**src/hw/rtl/clhc_pkg.sv**
```systemverilog
// Shared constants for the capture link-header classifier.
`default_nettype none

package clhc_pkg;

  // Record length limit; bytes past it are dropped but their last mark counts.
  localparam int unsigned MaxRecordBytes = 65536;
  localparam int unsigned CntW = $clog2(MaxRecordBytes + 1);
  localparam int unsigned IdxW = $clog2(MaxRecordBytes);
  // Width for position arithmetic (positions + rounding never exceed this).
  localparam int unsigned PosW = 18;

  // Radiotap present-chain walk.
  localparam logic [1:0] ChainWalk      = 2'd0;
  localparam logic [1:0] ChainFlagsWait = 2'd1;
  localparam logic [1:0] ChainFlagsSeen = 2'd2;
  localparam logic [1:0] ChainNoFcs     = 2'd3;

  // Protocol codes.
  typedef enum logic [2:0] {
    ProtoNone   = 3'd0,
    ProtoIpv4   = 3'd1,
    ProtoIpv6   = 3'd2,
    ProtoEth    = 3'd3,
    ProtoWlan   = 3'd4,
    ProtoLrWpan = 3'd5,
    ProtoPpp    = 3'd6
  } proto_e;

  // Link type numbers.
  localparam logic [15:0] LinkNull       = 16'd0;
  localparam logic [15:0] LinkEthernet   = 16'd1;
  localparam logic [15:0] LinkRaw        = 16'd101;
  localparam logic [15:0] LinkWlan       = 16'd105;
  localparam logic [15:0] LinkRadiotap   = 16'd127;
  localparam logic [15:0] LinkLrWpan     = 16'd195;
  localparam logic [15:0] LinkLrWpanNoFcs = 16'd230;
  localparam logic [15:0] LinkPpp        = 16'd204;
  localparam logic [15:0] LinkIpv4       = 16'd228;
  localparam logic [15:0] LinkIpv6       = 16'd229;

  // Null-link address family values.
  localparam logic [31:0] FamInet   = 32'd2;
  localparam logic [31:0] FamInet6A = 32'd24;
  localparam logic [31:0] FamInet6B = 32'd28;
  localparam logic [31:0] FamInet6C = 32'd30;

  localparam logic [15:0] NullHdrLen = 16'd4;
  localparam logic [3:0]  IpVersion6 = 4'd6;

endpackage

`default_nettype wire

```
**src/hw/rtl/capture_link_header_classifier.sv**
```systemverilog
// Top level of the capture link-header classifier.
//
// Usage:
//   Input channel (in_valid_i / in_stall_o) carries one captured byte per
//   request, data_byte_i, with last_byte_i marking the final byte of a record.
//   Output channel (out_valid_o / out_stall_i) carries one result request per
//   record: protocol_code_o, payload_offset_o, fcs_known_o, fcs_present_o.
//   cfg_we_i / cfg_wdata_i write the link type register (reset value 1); the
//   value in the register when the last byte is processed decides.
// Timing:
//   One byte per cycle while no last byte waits on a stalled output. A byte
//   passes an input register; header/chain logic then updates the running
//   state and, on a last byte, loads the result register. Non-last bytes
//   never wait on the output side.
// Reset:
//   Asynchronous, active low; clears the record state, empties both
//   registers and sets the link type to 1.
// Stall:
//   While out_stall_i holds a result, a following last byte waits in the input
//   register and in_stall_o rises; the result register holds its value.

`default_nettype none

module capture_link_header_classifier (
  input  wire logic        clk_i,
  input  wire logic        rst_ni,
  // config
  input  wire logic        cfg_we_i,
  input  wire logic [15:0] cfg_wdata_i,
  // byte input
  input  wire logic        in_valid_i,
  output logic             in_stall_o,
  input  wire logic [7:0]  data_byte_i,
  input  wire logic        last_byte_i,
  // result output
  output logic             out_valid_o,
  input  wire logic        out_stall_i,
  output logic [2:0]       protocol_code_o,
  output logic [15:0]      payload_offset_o,
  output logic             fcs_known_o,
  output logic             fcs_present_o
);

  localparam int unsigned CntW = clhc_pkg::CntW;
  localparam int unsigned IdxW = clhc_pkg::IdxW;
  localparam int unsigned PosW = clhc_pkg::PosW;

  // ---------------------------------------------------------------- config
  logic [15:0] link_type_q;

  always_ff @(posedge clk_i or negedge rst_ni) begin
    if (!rst_ni) begin
      link_type_q <= 16'd1;
    end else if (cfg_we_i) begin
      link_type_q <= cfg_wdata_i;
    end
  end

  // ----------------------------------------------------------- input stage
  logic       s1_valid_q;
  logic [7:0] s1_byte_q;
  logic       s1_last_q;
  logic       out_free;
  logic       s1_adv;
  logic       in_take;

  assign out_free   = !out_valid_o || !out_stall_i;
  // non-last bytes make no result and always move on
  assign s1_adv     = s1_valid_q && (!s1_last_q || out_free);
  assign in_stall_o = s1_valid_q && !s1_adv;
  assign in_take    = in_valid_i && !in_stall_o;

  always_ff @(posedge clk_i or negedge rst_ni) begin
    if (!rst_ni) begin
      s1_valid_q <= 1'b0;
    end else if (in_take) begin
      s1_valid_q <= 1'b1;
    end else if (s1_adv) begin
      s1_valid_q <= 1'b0;
    end
  end

  always_ff @(posedge clk_i) begin
    if (in_take) begin
      s1_byte_q <= data_byte_i;
      s1_last_q <= last_byte_i;
    end
  end

  // ---------------------------------------------------------- record state
  logic [CntW-1:0] cnt_q, cnt_d;
  logic [31:0]     hdr_q, hdr_d;      // bytes 0-3 LE; it_len is [31:16]
  logic [1:0]      pres_q, pres_d;    // low two bits of first present word
  logic [15:0]     cwp_q, cwp_d;      // current present word position
  logic [1:0]      chain_q, chain_d;
  logic [15:0]     flags_pos_q, flags_pos_d;
  logic            fcs_bit_q, fcs_bit_d;

  logic [IdxW-1:0] idx;
  logic            take;
  logic [15:0]     hlen;
  logic [PosW-1:0] idx_w, cwp_w, hlen_w, next_w, pos_w, pos_rnd;

  assign idx    = cnt_q[IdxW-1:0];
  assign take   = (cnt_q < CntW'(clhc_pkg::MaxRecordBytes));
  assign hlen   = hdr_d[31:16];
  assign idx_w  = PosW'(idx);
  assign cwp_w  = PosW'(cwp_q);
  assign hlen_w = PosW'(hlen);
  assign next_w = cwp_w + PosW'(4);
  // TSFT present: skip to 8-byte alignment plus the 8-byte field
  assign pos_rnd = (next_w + PosW'(7)) & ~PosW'(7);
  assign pos_w   = pres_d[0] ? (pos_rnd + PosW'(8)) : next_w;

  // header bytes 0-4 are folded in first; the chain walk reads them this cycle
  always_comb begin
    hdr_d  = hdr_q;
    pres_d = pres_q;
    if (s1_adv && take) begin
      if (idx_w < PosW'(4)) begin
        hdr_d[idx[1:0]*8 +: 8] = s1_byte_q;
      end
      if (idx_w == PosW'(4)) begin
        pres_d = s1_byte_q[1:0];
      end
    end
  end

  always_comb begin
    cnt_d       = cnt_q;
    cwp_d       = cwp_q;
    chain_d     = chain_q;
    flags_pos_d = flags_pos_q;
    fcs_bit_d   = fcs_bit_q;
    if (s1_adv && take) begin
      cnt_d = cnt_q + CntW'(1);
      if (chain_q == clhc_pkg::ChainWalk && idx_w == cwp_w + PosW'(3)) begin
        if (s1_byte_q[7]) begin
          // extended present bitmap: next word must fit in the header
          if (next_w + PosW'(4) > hlen_w) begin
            chain_d = clhc_pkg::ChainNoFcs;
          end else begin
            cwp_d = next_w[15:0];
          end
        end else if (!pres_d[1]) begin
          chain_d = clhc_pkg::ChainNoFcs;
        end else if (pos_w >= hlen_w) begin
          chain_d = clhc_pkg::ChainNoFcs;
        end else begin
          flags_pos_d = pos_w[15:0];
          chain_d     = clhc_pkg::ChainFlagsWait;
        end
      end else if (chain_q == clhc_pkg::ChainFlagsWait && idx == flags_pos_q) begin
        fcs_bit_d = s1_byte_q[4];
        chain_d   = clhc_pkg::ChainFlagsSeen;
      end
    end
  end

  logic rec_end;
  assign rec_end = s1_adv && s1_last_q;

  always_ff @(posedge clk_i or negedge rst_ni) begin
    if (!rst_ni) begin
      cnt_q       <= '0;
      hdr_q       <= '0;
      pres_q      <= '0;
      cwp_q       <= 16'd4;
      chain_q     <= clhc_pkg::ChainWalk;
      flags_pos_q <= '0;
      fcs_bit_q   <= 1'b0;
    end else if (rec_end) begin
      cnt_q       <= '0;
      hdr_q       <= '0;
      pres_q      <= '0;
      cwp_q       <= 16'd4;
      chain_q     <= clhc_pkg::ChainWalk;
      flags_pos_q <= '0;
      fcs_bit_q   <= 1'b0;
    end else begin
      cnt_q       <= cnt_d;
      hdr_q       <= hdr_d;
      pres_q      <= pres_d;
      cwp_q       <= cwp_d;
      chain_q     <= chain_d;
      flags_pos_q <= flags_pos_d;
      fcs_bit_q   <= fcs_bit_d;
    end
  end

  // -------------------------------------------------------- result decode
  clhc_pkg::proto_e proto;
  logic [15:0]      offset;
  logic             known;
  logic             present;

  always_comb begin
    proto   = clhc_pkg::ProtoNone;
    offset  = '0;
    known   = 1'b0;
    present = 1'b0;
    unique case (link_type_q)
      clhc_pkg::LinkNull: begin
        offset = clhc_pkg::NullHdrLen;
        if (hdr_d == clhc_pkg::FamInet) begin
          proto = clhc_pkg::ProtoIpv4;
        end else if (hdr_d == clhc_pkg::FamInet6A || hdr_d == clhc_pkg::FamInet6B ||
                     hdr_d == clhc_pkg::FamInet6C) begin
          proto = clhc_pkg::ProtoIpv6;
        end
      end
      clhc_pkg::LinkEthernet: proto = clhc_pkg::ProtoEth;
      clhc_pkg::LinkRaw: begin
        proto = (hdr_d[7:4] == clhc_pkg::IpVersion6) ? clhc_pkg::ProtoIpv6
                                                     : clhc_pkg::ProtoIpv4;
      end
      clhc_pkg::LinkIpv4: proto = clhc_pkg::ProtoIpv4;
      clhc_pkg::LinkIpv6: proto = clhc_pkg::ProtoIpv6;
      clhc_pkg::LinkWlan: proto = clhc_pkg::ProtoWlan;
      clhc_pkg::LinkLrWpan: begin
        proto   = clhc_pkg::ProtoLrWpan;
        known   = 1'b1;
        present = 1'b1;
      end
      clhc_pkg::LinkLrWpanNoFcs: begin
        proto = clhc_pkg::ProtoLrWpan;
        known = 1'b1;
      end
      clhc_pkg::LinkRadiotap: begin
        proto   = clhc_pkg::ProtoWlan;
        offset  = hlen;
        known   = 1'b1;
        present = (chain_d == clhc_pkg::ChainFlagsSeen) && fcs_bit_d;
      end
      clhc_pkg::LinkPpp: proto = clhc_pkg::ProtoPpp;
      default: ;
    endcase
  end

  // ------------------------------------------------------ result register
  always_ff @(posedge clk_i or negedge rst_ni) begin
    if (!rst_ni) begin
      out_valid_o <= 1'b0;
    end else if (out_free) begin
      out_valid_o <= rec_end;
    end
  end

  always_ff @(posedge clk_i) begin
    if (rec_end) begin
      protocol_code_o  <= proto;
      payload_offset_o <= offset;
      fcs_known_o      <= known;
      fcs_present_o    <= present;
    end
  end

  // ------------------------------------------------------------ assertions
  a_result_from_last: assert property (@(posedge clk_i) disable iff (!rst_ni)
    $rose(out_valid_o) |-> $past(s1_valid_q && s1_last_q))
    else $error("result without a last byte");

  a_state_cleared: assert property (@(posedge clk_i) disable iff (!rst_ni)
    rec_end |=> (cnt_q == '0 && chain_q == clhc_pkg::ChainWalk))
    else $error("record state not cleared after last byte");

  a_flags_in_header: assert property (@(posedge clk_i) disable iff (!rst_ni)
    (chain_q == clhc_pkg::ChainFlagsWait) |-> (flags_pos_q < hdr_q[31:16]))
    else $error("flags position beyond it_len");

  a_fcs_needs_known: assert property (@(posedge clk_i) disable iff (!rst_ni)
    out_valid_o |-> (!fcs_present_o || fcs_known_o))
    else $error("fcs present without fcs known");

endmodule

`default_nettype wire
```
**config.mk**
```make
export PLATFORM = sky130hd
export DESIGN_NAME = capture_link_header_classifier
export DESIGN_NICKNAME = d
export VERILOG_FILES = /design/src/hw/rtl/clhc_pkg.sv /design/src/hw/rtl/capture_link_header_classifier.sv
export SDC_FILE = /design/constraint.sdc
export NUM_CORES = 1
export LEC_CHECK = 0
export BUFFER_PORTS_ARGS = -buffer_cell sky130_fd_sc_hd__buf_2
export CORE_ASPECT_RATIO = 0.5
export CORE_UTILIZATION = 35
export CTS_CLUSTER_DIAMETER = 30
export CTS_CLUSTER_SIZE = 20
export DETAILED_ROUTE_END_ITERATION = 10
export GPL_ROUTABILITY_DRIVEN = 0
export MAX_ROUTING_LAYER = met4
export SYNTH_ARGS = -nofsm -noshare
export SYNTH_HDL_FRONTEND = slang
export SYNTH_SLANG_ARGS = --single-unit
```
**constraint.sdc**
```tcl
create_clock -name clk_i -period 4.88 [get_ports clk_i]
set_input_delay 0.488 -clock clk_i [delete_from_list [all_inputs] [get_ports clk_i]]
set_output_delay 0.488 -clock clk_i [all_outputs]
set_load 0.02 [all_outputs]
```
==> impl_results.md <==
* Slowest stage cell, crit path: dfstp_2
* Area delta synth->final at 23.83%
* CP bufs+invs at 3
* Tightest Hold Check Type: in2async
* Crit path DAT at 5.12 ns
* Int Power at 2230 uW
* # H-tree levels at 4
* Die height at 113.8 um
* Sw frac at 0.3395
* Crit path max fanout at 8
* Fin crit share at 0.9856
* DIE AREA at 25,660 sq um
* P_leak at 0.004618 uW
* CTS tree: built
* Max Slew Vio Count at 0
* Mapped Nets at 1,003
* Dpl cells at 1,335
* CP endpoint kind: flip-flop
* Post-Synthesis Cells at 933
* Global-route wire length before repair at 39.57 mm
* Fin cells at 1,398
* Least-Margin Pin Slew at 1.126 ns
* Setup CP Type: reg2reg
* DRT antenna net count at 0
* Top cells by count, synth: nor2_1 (103), dfrtp_1 (99), nand2_1 (74), a21oi_1 (66), xnor2_1 (53)
* I/O pin cnt at 53
* Skew final at 0.01207 ns
* Number of flops mapped to enable cells by yosys at 30
* Critical path's top delay family: compound AO/OA/AOI/OAI gates
* Pwr per Cell Area at 311.9 nW/um^2
* DR pass1 iterations at 5
* Initial Util at 0.3602
* Peak VDD IR at 0.0001907 V
* Fin. Hold Viols at 0
* Clock network power share at 0.369
* Design Power at 3377 uW
* Outcome: complete, no violations
* CP Launch Type: flip-flop
* Detailed Route Iter0 Violations at 642
* Critical Path RT at 5.19 ns
* Ant diodes at 0
* Top-count cell post-synth: nor2_1
* Global route overflow at 0
* Post-route minimum period at 4.810 ns
* Via count at 7,557
* Core Rows at 40
* GR Util met3 at 0.03787
* Share of post-route cells with drive strength above 1 at 0.2627
* Core Area at 24,270 sq um
* Fmax at 0.2079 GHz
* Worst skew pair latency at 0.44 ns
* Root Buffer Master: clkbuf_16
* Net Sw Power at 1146 uW
* # fillers at 2,249
* CTS clk-pin slew, worst paths at 0.06 ns
* Vias/cell at 5.406
* Number of synthesized register bits at 131
* Yosys cell types at 88
* Asr flop ratio synth at 0.7710
* Sequential Power Share at 0.377
* CTS Buf Count at 17
* Yosys warning count at 0
* CTS Hold Buffers Added at 0
* Max-cap viol count at 0
* Max-slew headroom at 0.2479
* Yosys top cell by area: dfrtp_1
* Total Routing Usage GR at 0.2042
* Final instance area at 10,830 sq um
* GR peak layer: met2
* Largest net degree at the start of global routing at 72
* Drt total wl at 25.28 mm
* Sequential area share after synthesis at 0.3924
* Initial antenna violation count at 0
* Final setup fails at 0
* Top cell type's share of synthesized area at 0.2833
* Hpwl dp at 18.32 mm
* Synth Cell Area at 8743 sq um
* Worst path max stage delay at 0.56 ns
* M2 GR Usage at 0.3136
* Top FF cell, synth: dfrtp_1
* Placed Area at 9671 sq um
* Gate power share at 0.254
* Die Wd at 225.5 um
* Residual DRC at 0
* DR WL/cell at 18.08 um
* Clock Path Buffers at 2
* GR Util met1 at 0.2723
* Vias in the first global route at 7,276
* IO buf count at 52
* Top post-synthesis cells by area: dfrtp_1 (28%), edfxtp_1 (10%), ha_1 (5.7%)
* Crit-path cells: buf_6, clkinvlp_4, ha_4, nor2_2, nand3_2, a221o_1, a221o_1, and3_4, and4_1, nor3_2, ha_1, a211oi_2, nand3_2, nor4b_4, o311ai_4, a41oi_4, buf_12, mux2i_2, nor2_1
* Clock sinks at 131
* Total Nets Final at 1,119
* Avg Inst Size Synth at 9.371 sq um
==> final timing paths <==
check	start	endpoint	slack, ns	cells after the start
max	cwp_q[2]	flags_pos_q[2]	0.07	19
min	rst_ni	cwp_q[3]	0.13	1
max reg2reg	cwp_q[2]	flags_pos_q[2]	0.07	19
min reg2reg	link_type_q[8]	link_type_q[8]	0.51	1
max in group asynchronous	rst_ni	link_type_q[0]	3.62	2
min in group clk_i	data_byte_i[1]	s1_byte_q[1]	0.23	1
==> layout by cell type, fill, tap and decap left out, types with 5 or more instances in the layout <==
master,count
a21oi_2,6
nor2_1,98
buf_2,51
o21ai_1,11
ha_1,35
edfxtp_1,30
nor3b_1,6
xnor2_2,5
and2_1,13
xor2_1,21
nor4_1,12
o21ai_0,26
nand3b_1,8
a21oi_1,63
nand2_1,73
nand3_1,44
or3_1,16
buf_4,90
inv_1,17
xnor2_1,50
nand4_1,19
dfrtp_1,96
inv_6,5
a21o_1,13
and3_1,17
nor2_2,5
mux2_2,15
or2_2,5
nor3_1,10
and4_1,17
mux2i_1,9
nand2b_1,9
clkbuf_16,18
a31oi_1,5
==> state kept, by name, summed over array words and instances, names as in the netlist <==
name	count
hdr_q	32
cnt_q	17
link_type_q	16
payload_offset_o	16
flags_pos_q	15
cwp_q	14
s1_byte_q	8
protocol_code_o	3
chain_q	2
pres_q	2
fcs_bit_q	1
fcs_known_o	1
fcs_present_o	1
out_valid_o	1
s1_last_q	1
s1_valid_q	1
==> power groups by stage <==
stage	logic, uW	clock network, uW	registers, uW
floorplan	518	0	1270
global placement	787	0	1290
detailed placement	803	0	1290
CTS	812	1270	1270
global route	927	1310	1290
finish	857	1240	1270
==> worst reg2reg max path: cells and delay by family, from the launching register on <==
kind / cells / cell delay (ns)
muxes: 1 / 0.21
and+or+nand+nor: 8 / 1.45
AOI/OAI and AO/OA: 5 / 1.47
buffers and inverters: 3 / 0.46
DFF: 1 / 0.56
adders and majority gates: 2 / 0.56
==> cells by family (layout without fill, tap and decap cells) <==
group           Yosys count  count (layout)  synth area share
compound gates          188             188            0.1455
buf+inv                  71             200           0.03992
other cells               2               2         0.0008589
xor+xnor                 80              80           0.08357
flops                   131             131            0.3924
simple gates            394             394            0.2473
fa+ha+maj                40              40           0.05724
mux                      27              27           0.03320
==> stage by stage <==
stage               utilization  TNS [ns]  worst slack, ns  hold slack [ns]
floorplan                     -         0          0.07496           0.1924
global placement         0.3984         0           0.1735           0.4896
detailed placement       0.3984  -0.04743         -0.01434           0.5016
CTS                      0.4219         0          0.02242           0.1876
global route             0.4460    -1.554          -0.1639           0.2110
finish                   0.4460         0          0.07033           0.1292
==> layout make-up <==
class                   instances  area, sq um  share of cell area
clock inverters                13        126.4             0.01167
flip-flops and latches        131         3435              0.3172
repair buffers                149         1070             0.09881
well taps                     336        420.4             0.03883
clock buffers                  19        432.9             0.03999
multi-input cells             731         5266              0.4864
inverters                      19        76.32            0.007050
==> per-layer routing <==
layer | up-vias | routed length [um]
met4 | 0 | 571
met2 | 190 | 11600
met3 | 33 | 1031
li1 | 3617 | -
met5 | - | 0
met1 | 3717 | 12080
==> timing repair <==
action,CTS,global route
gates resized for setup,1,64
gates cloned,0,1
setup endpoints to repair,9,16
pin swaps,0,32
setup buffers,0,31
(Power assumes the default switching activity.)
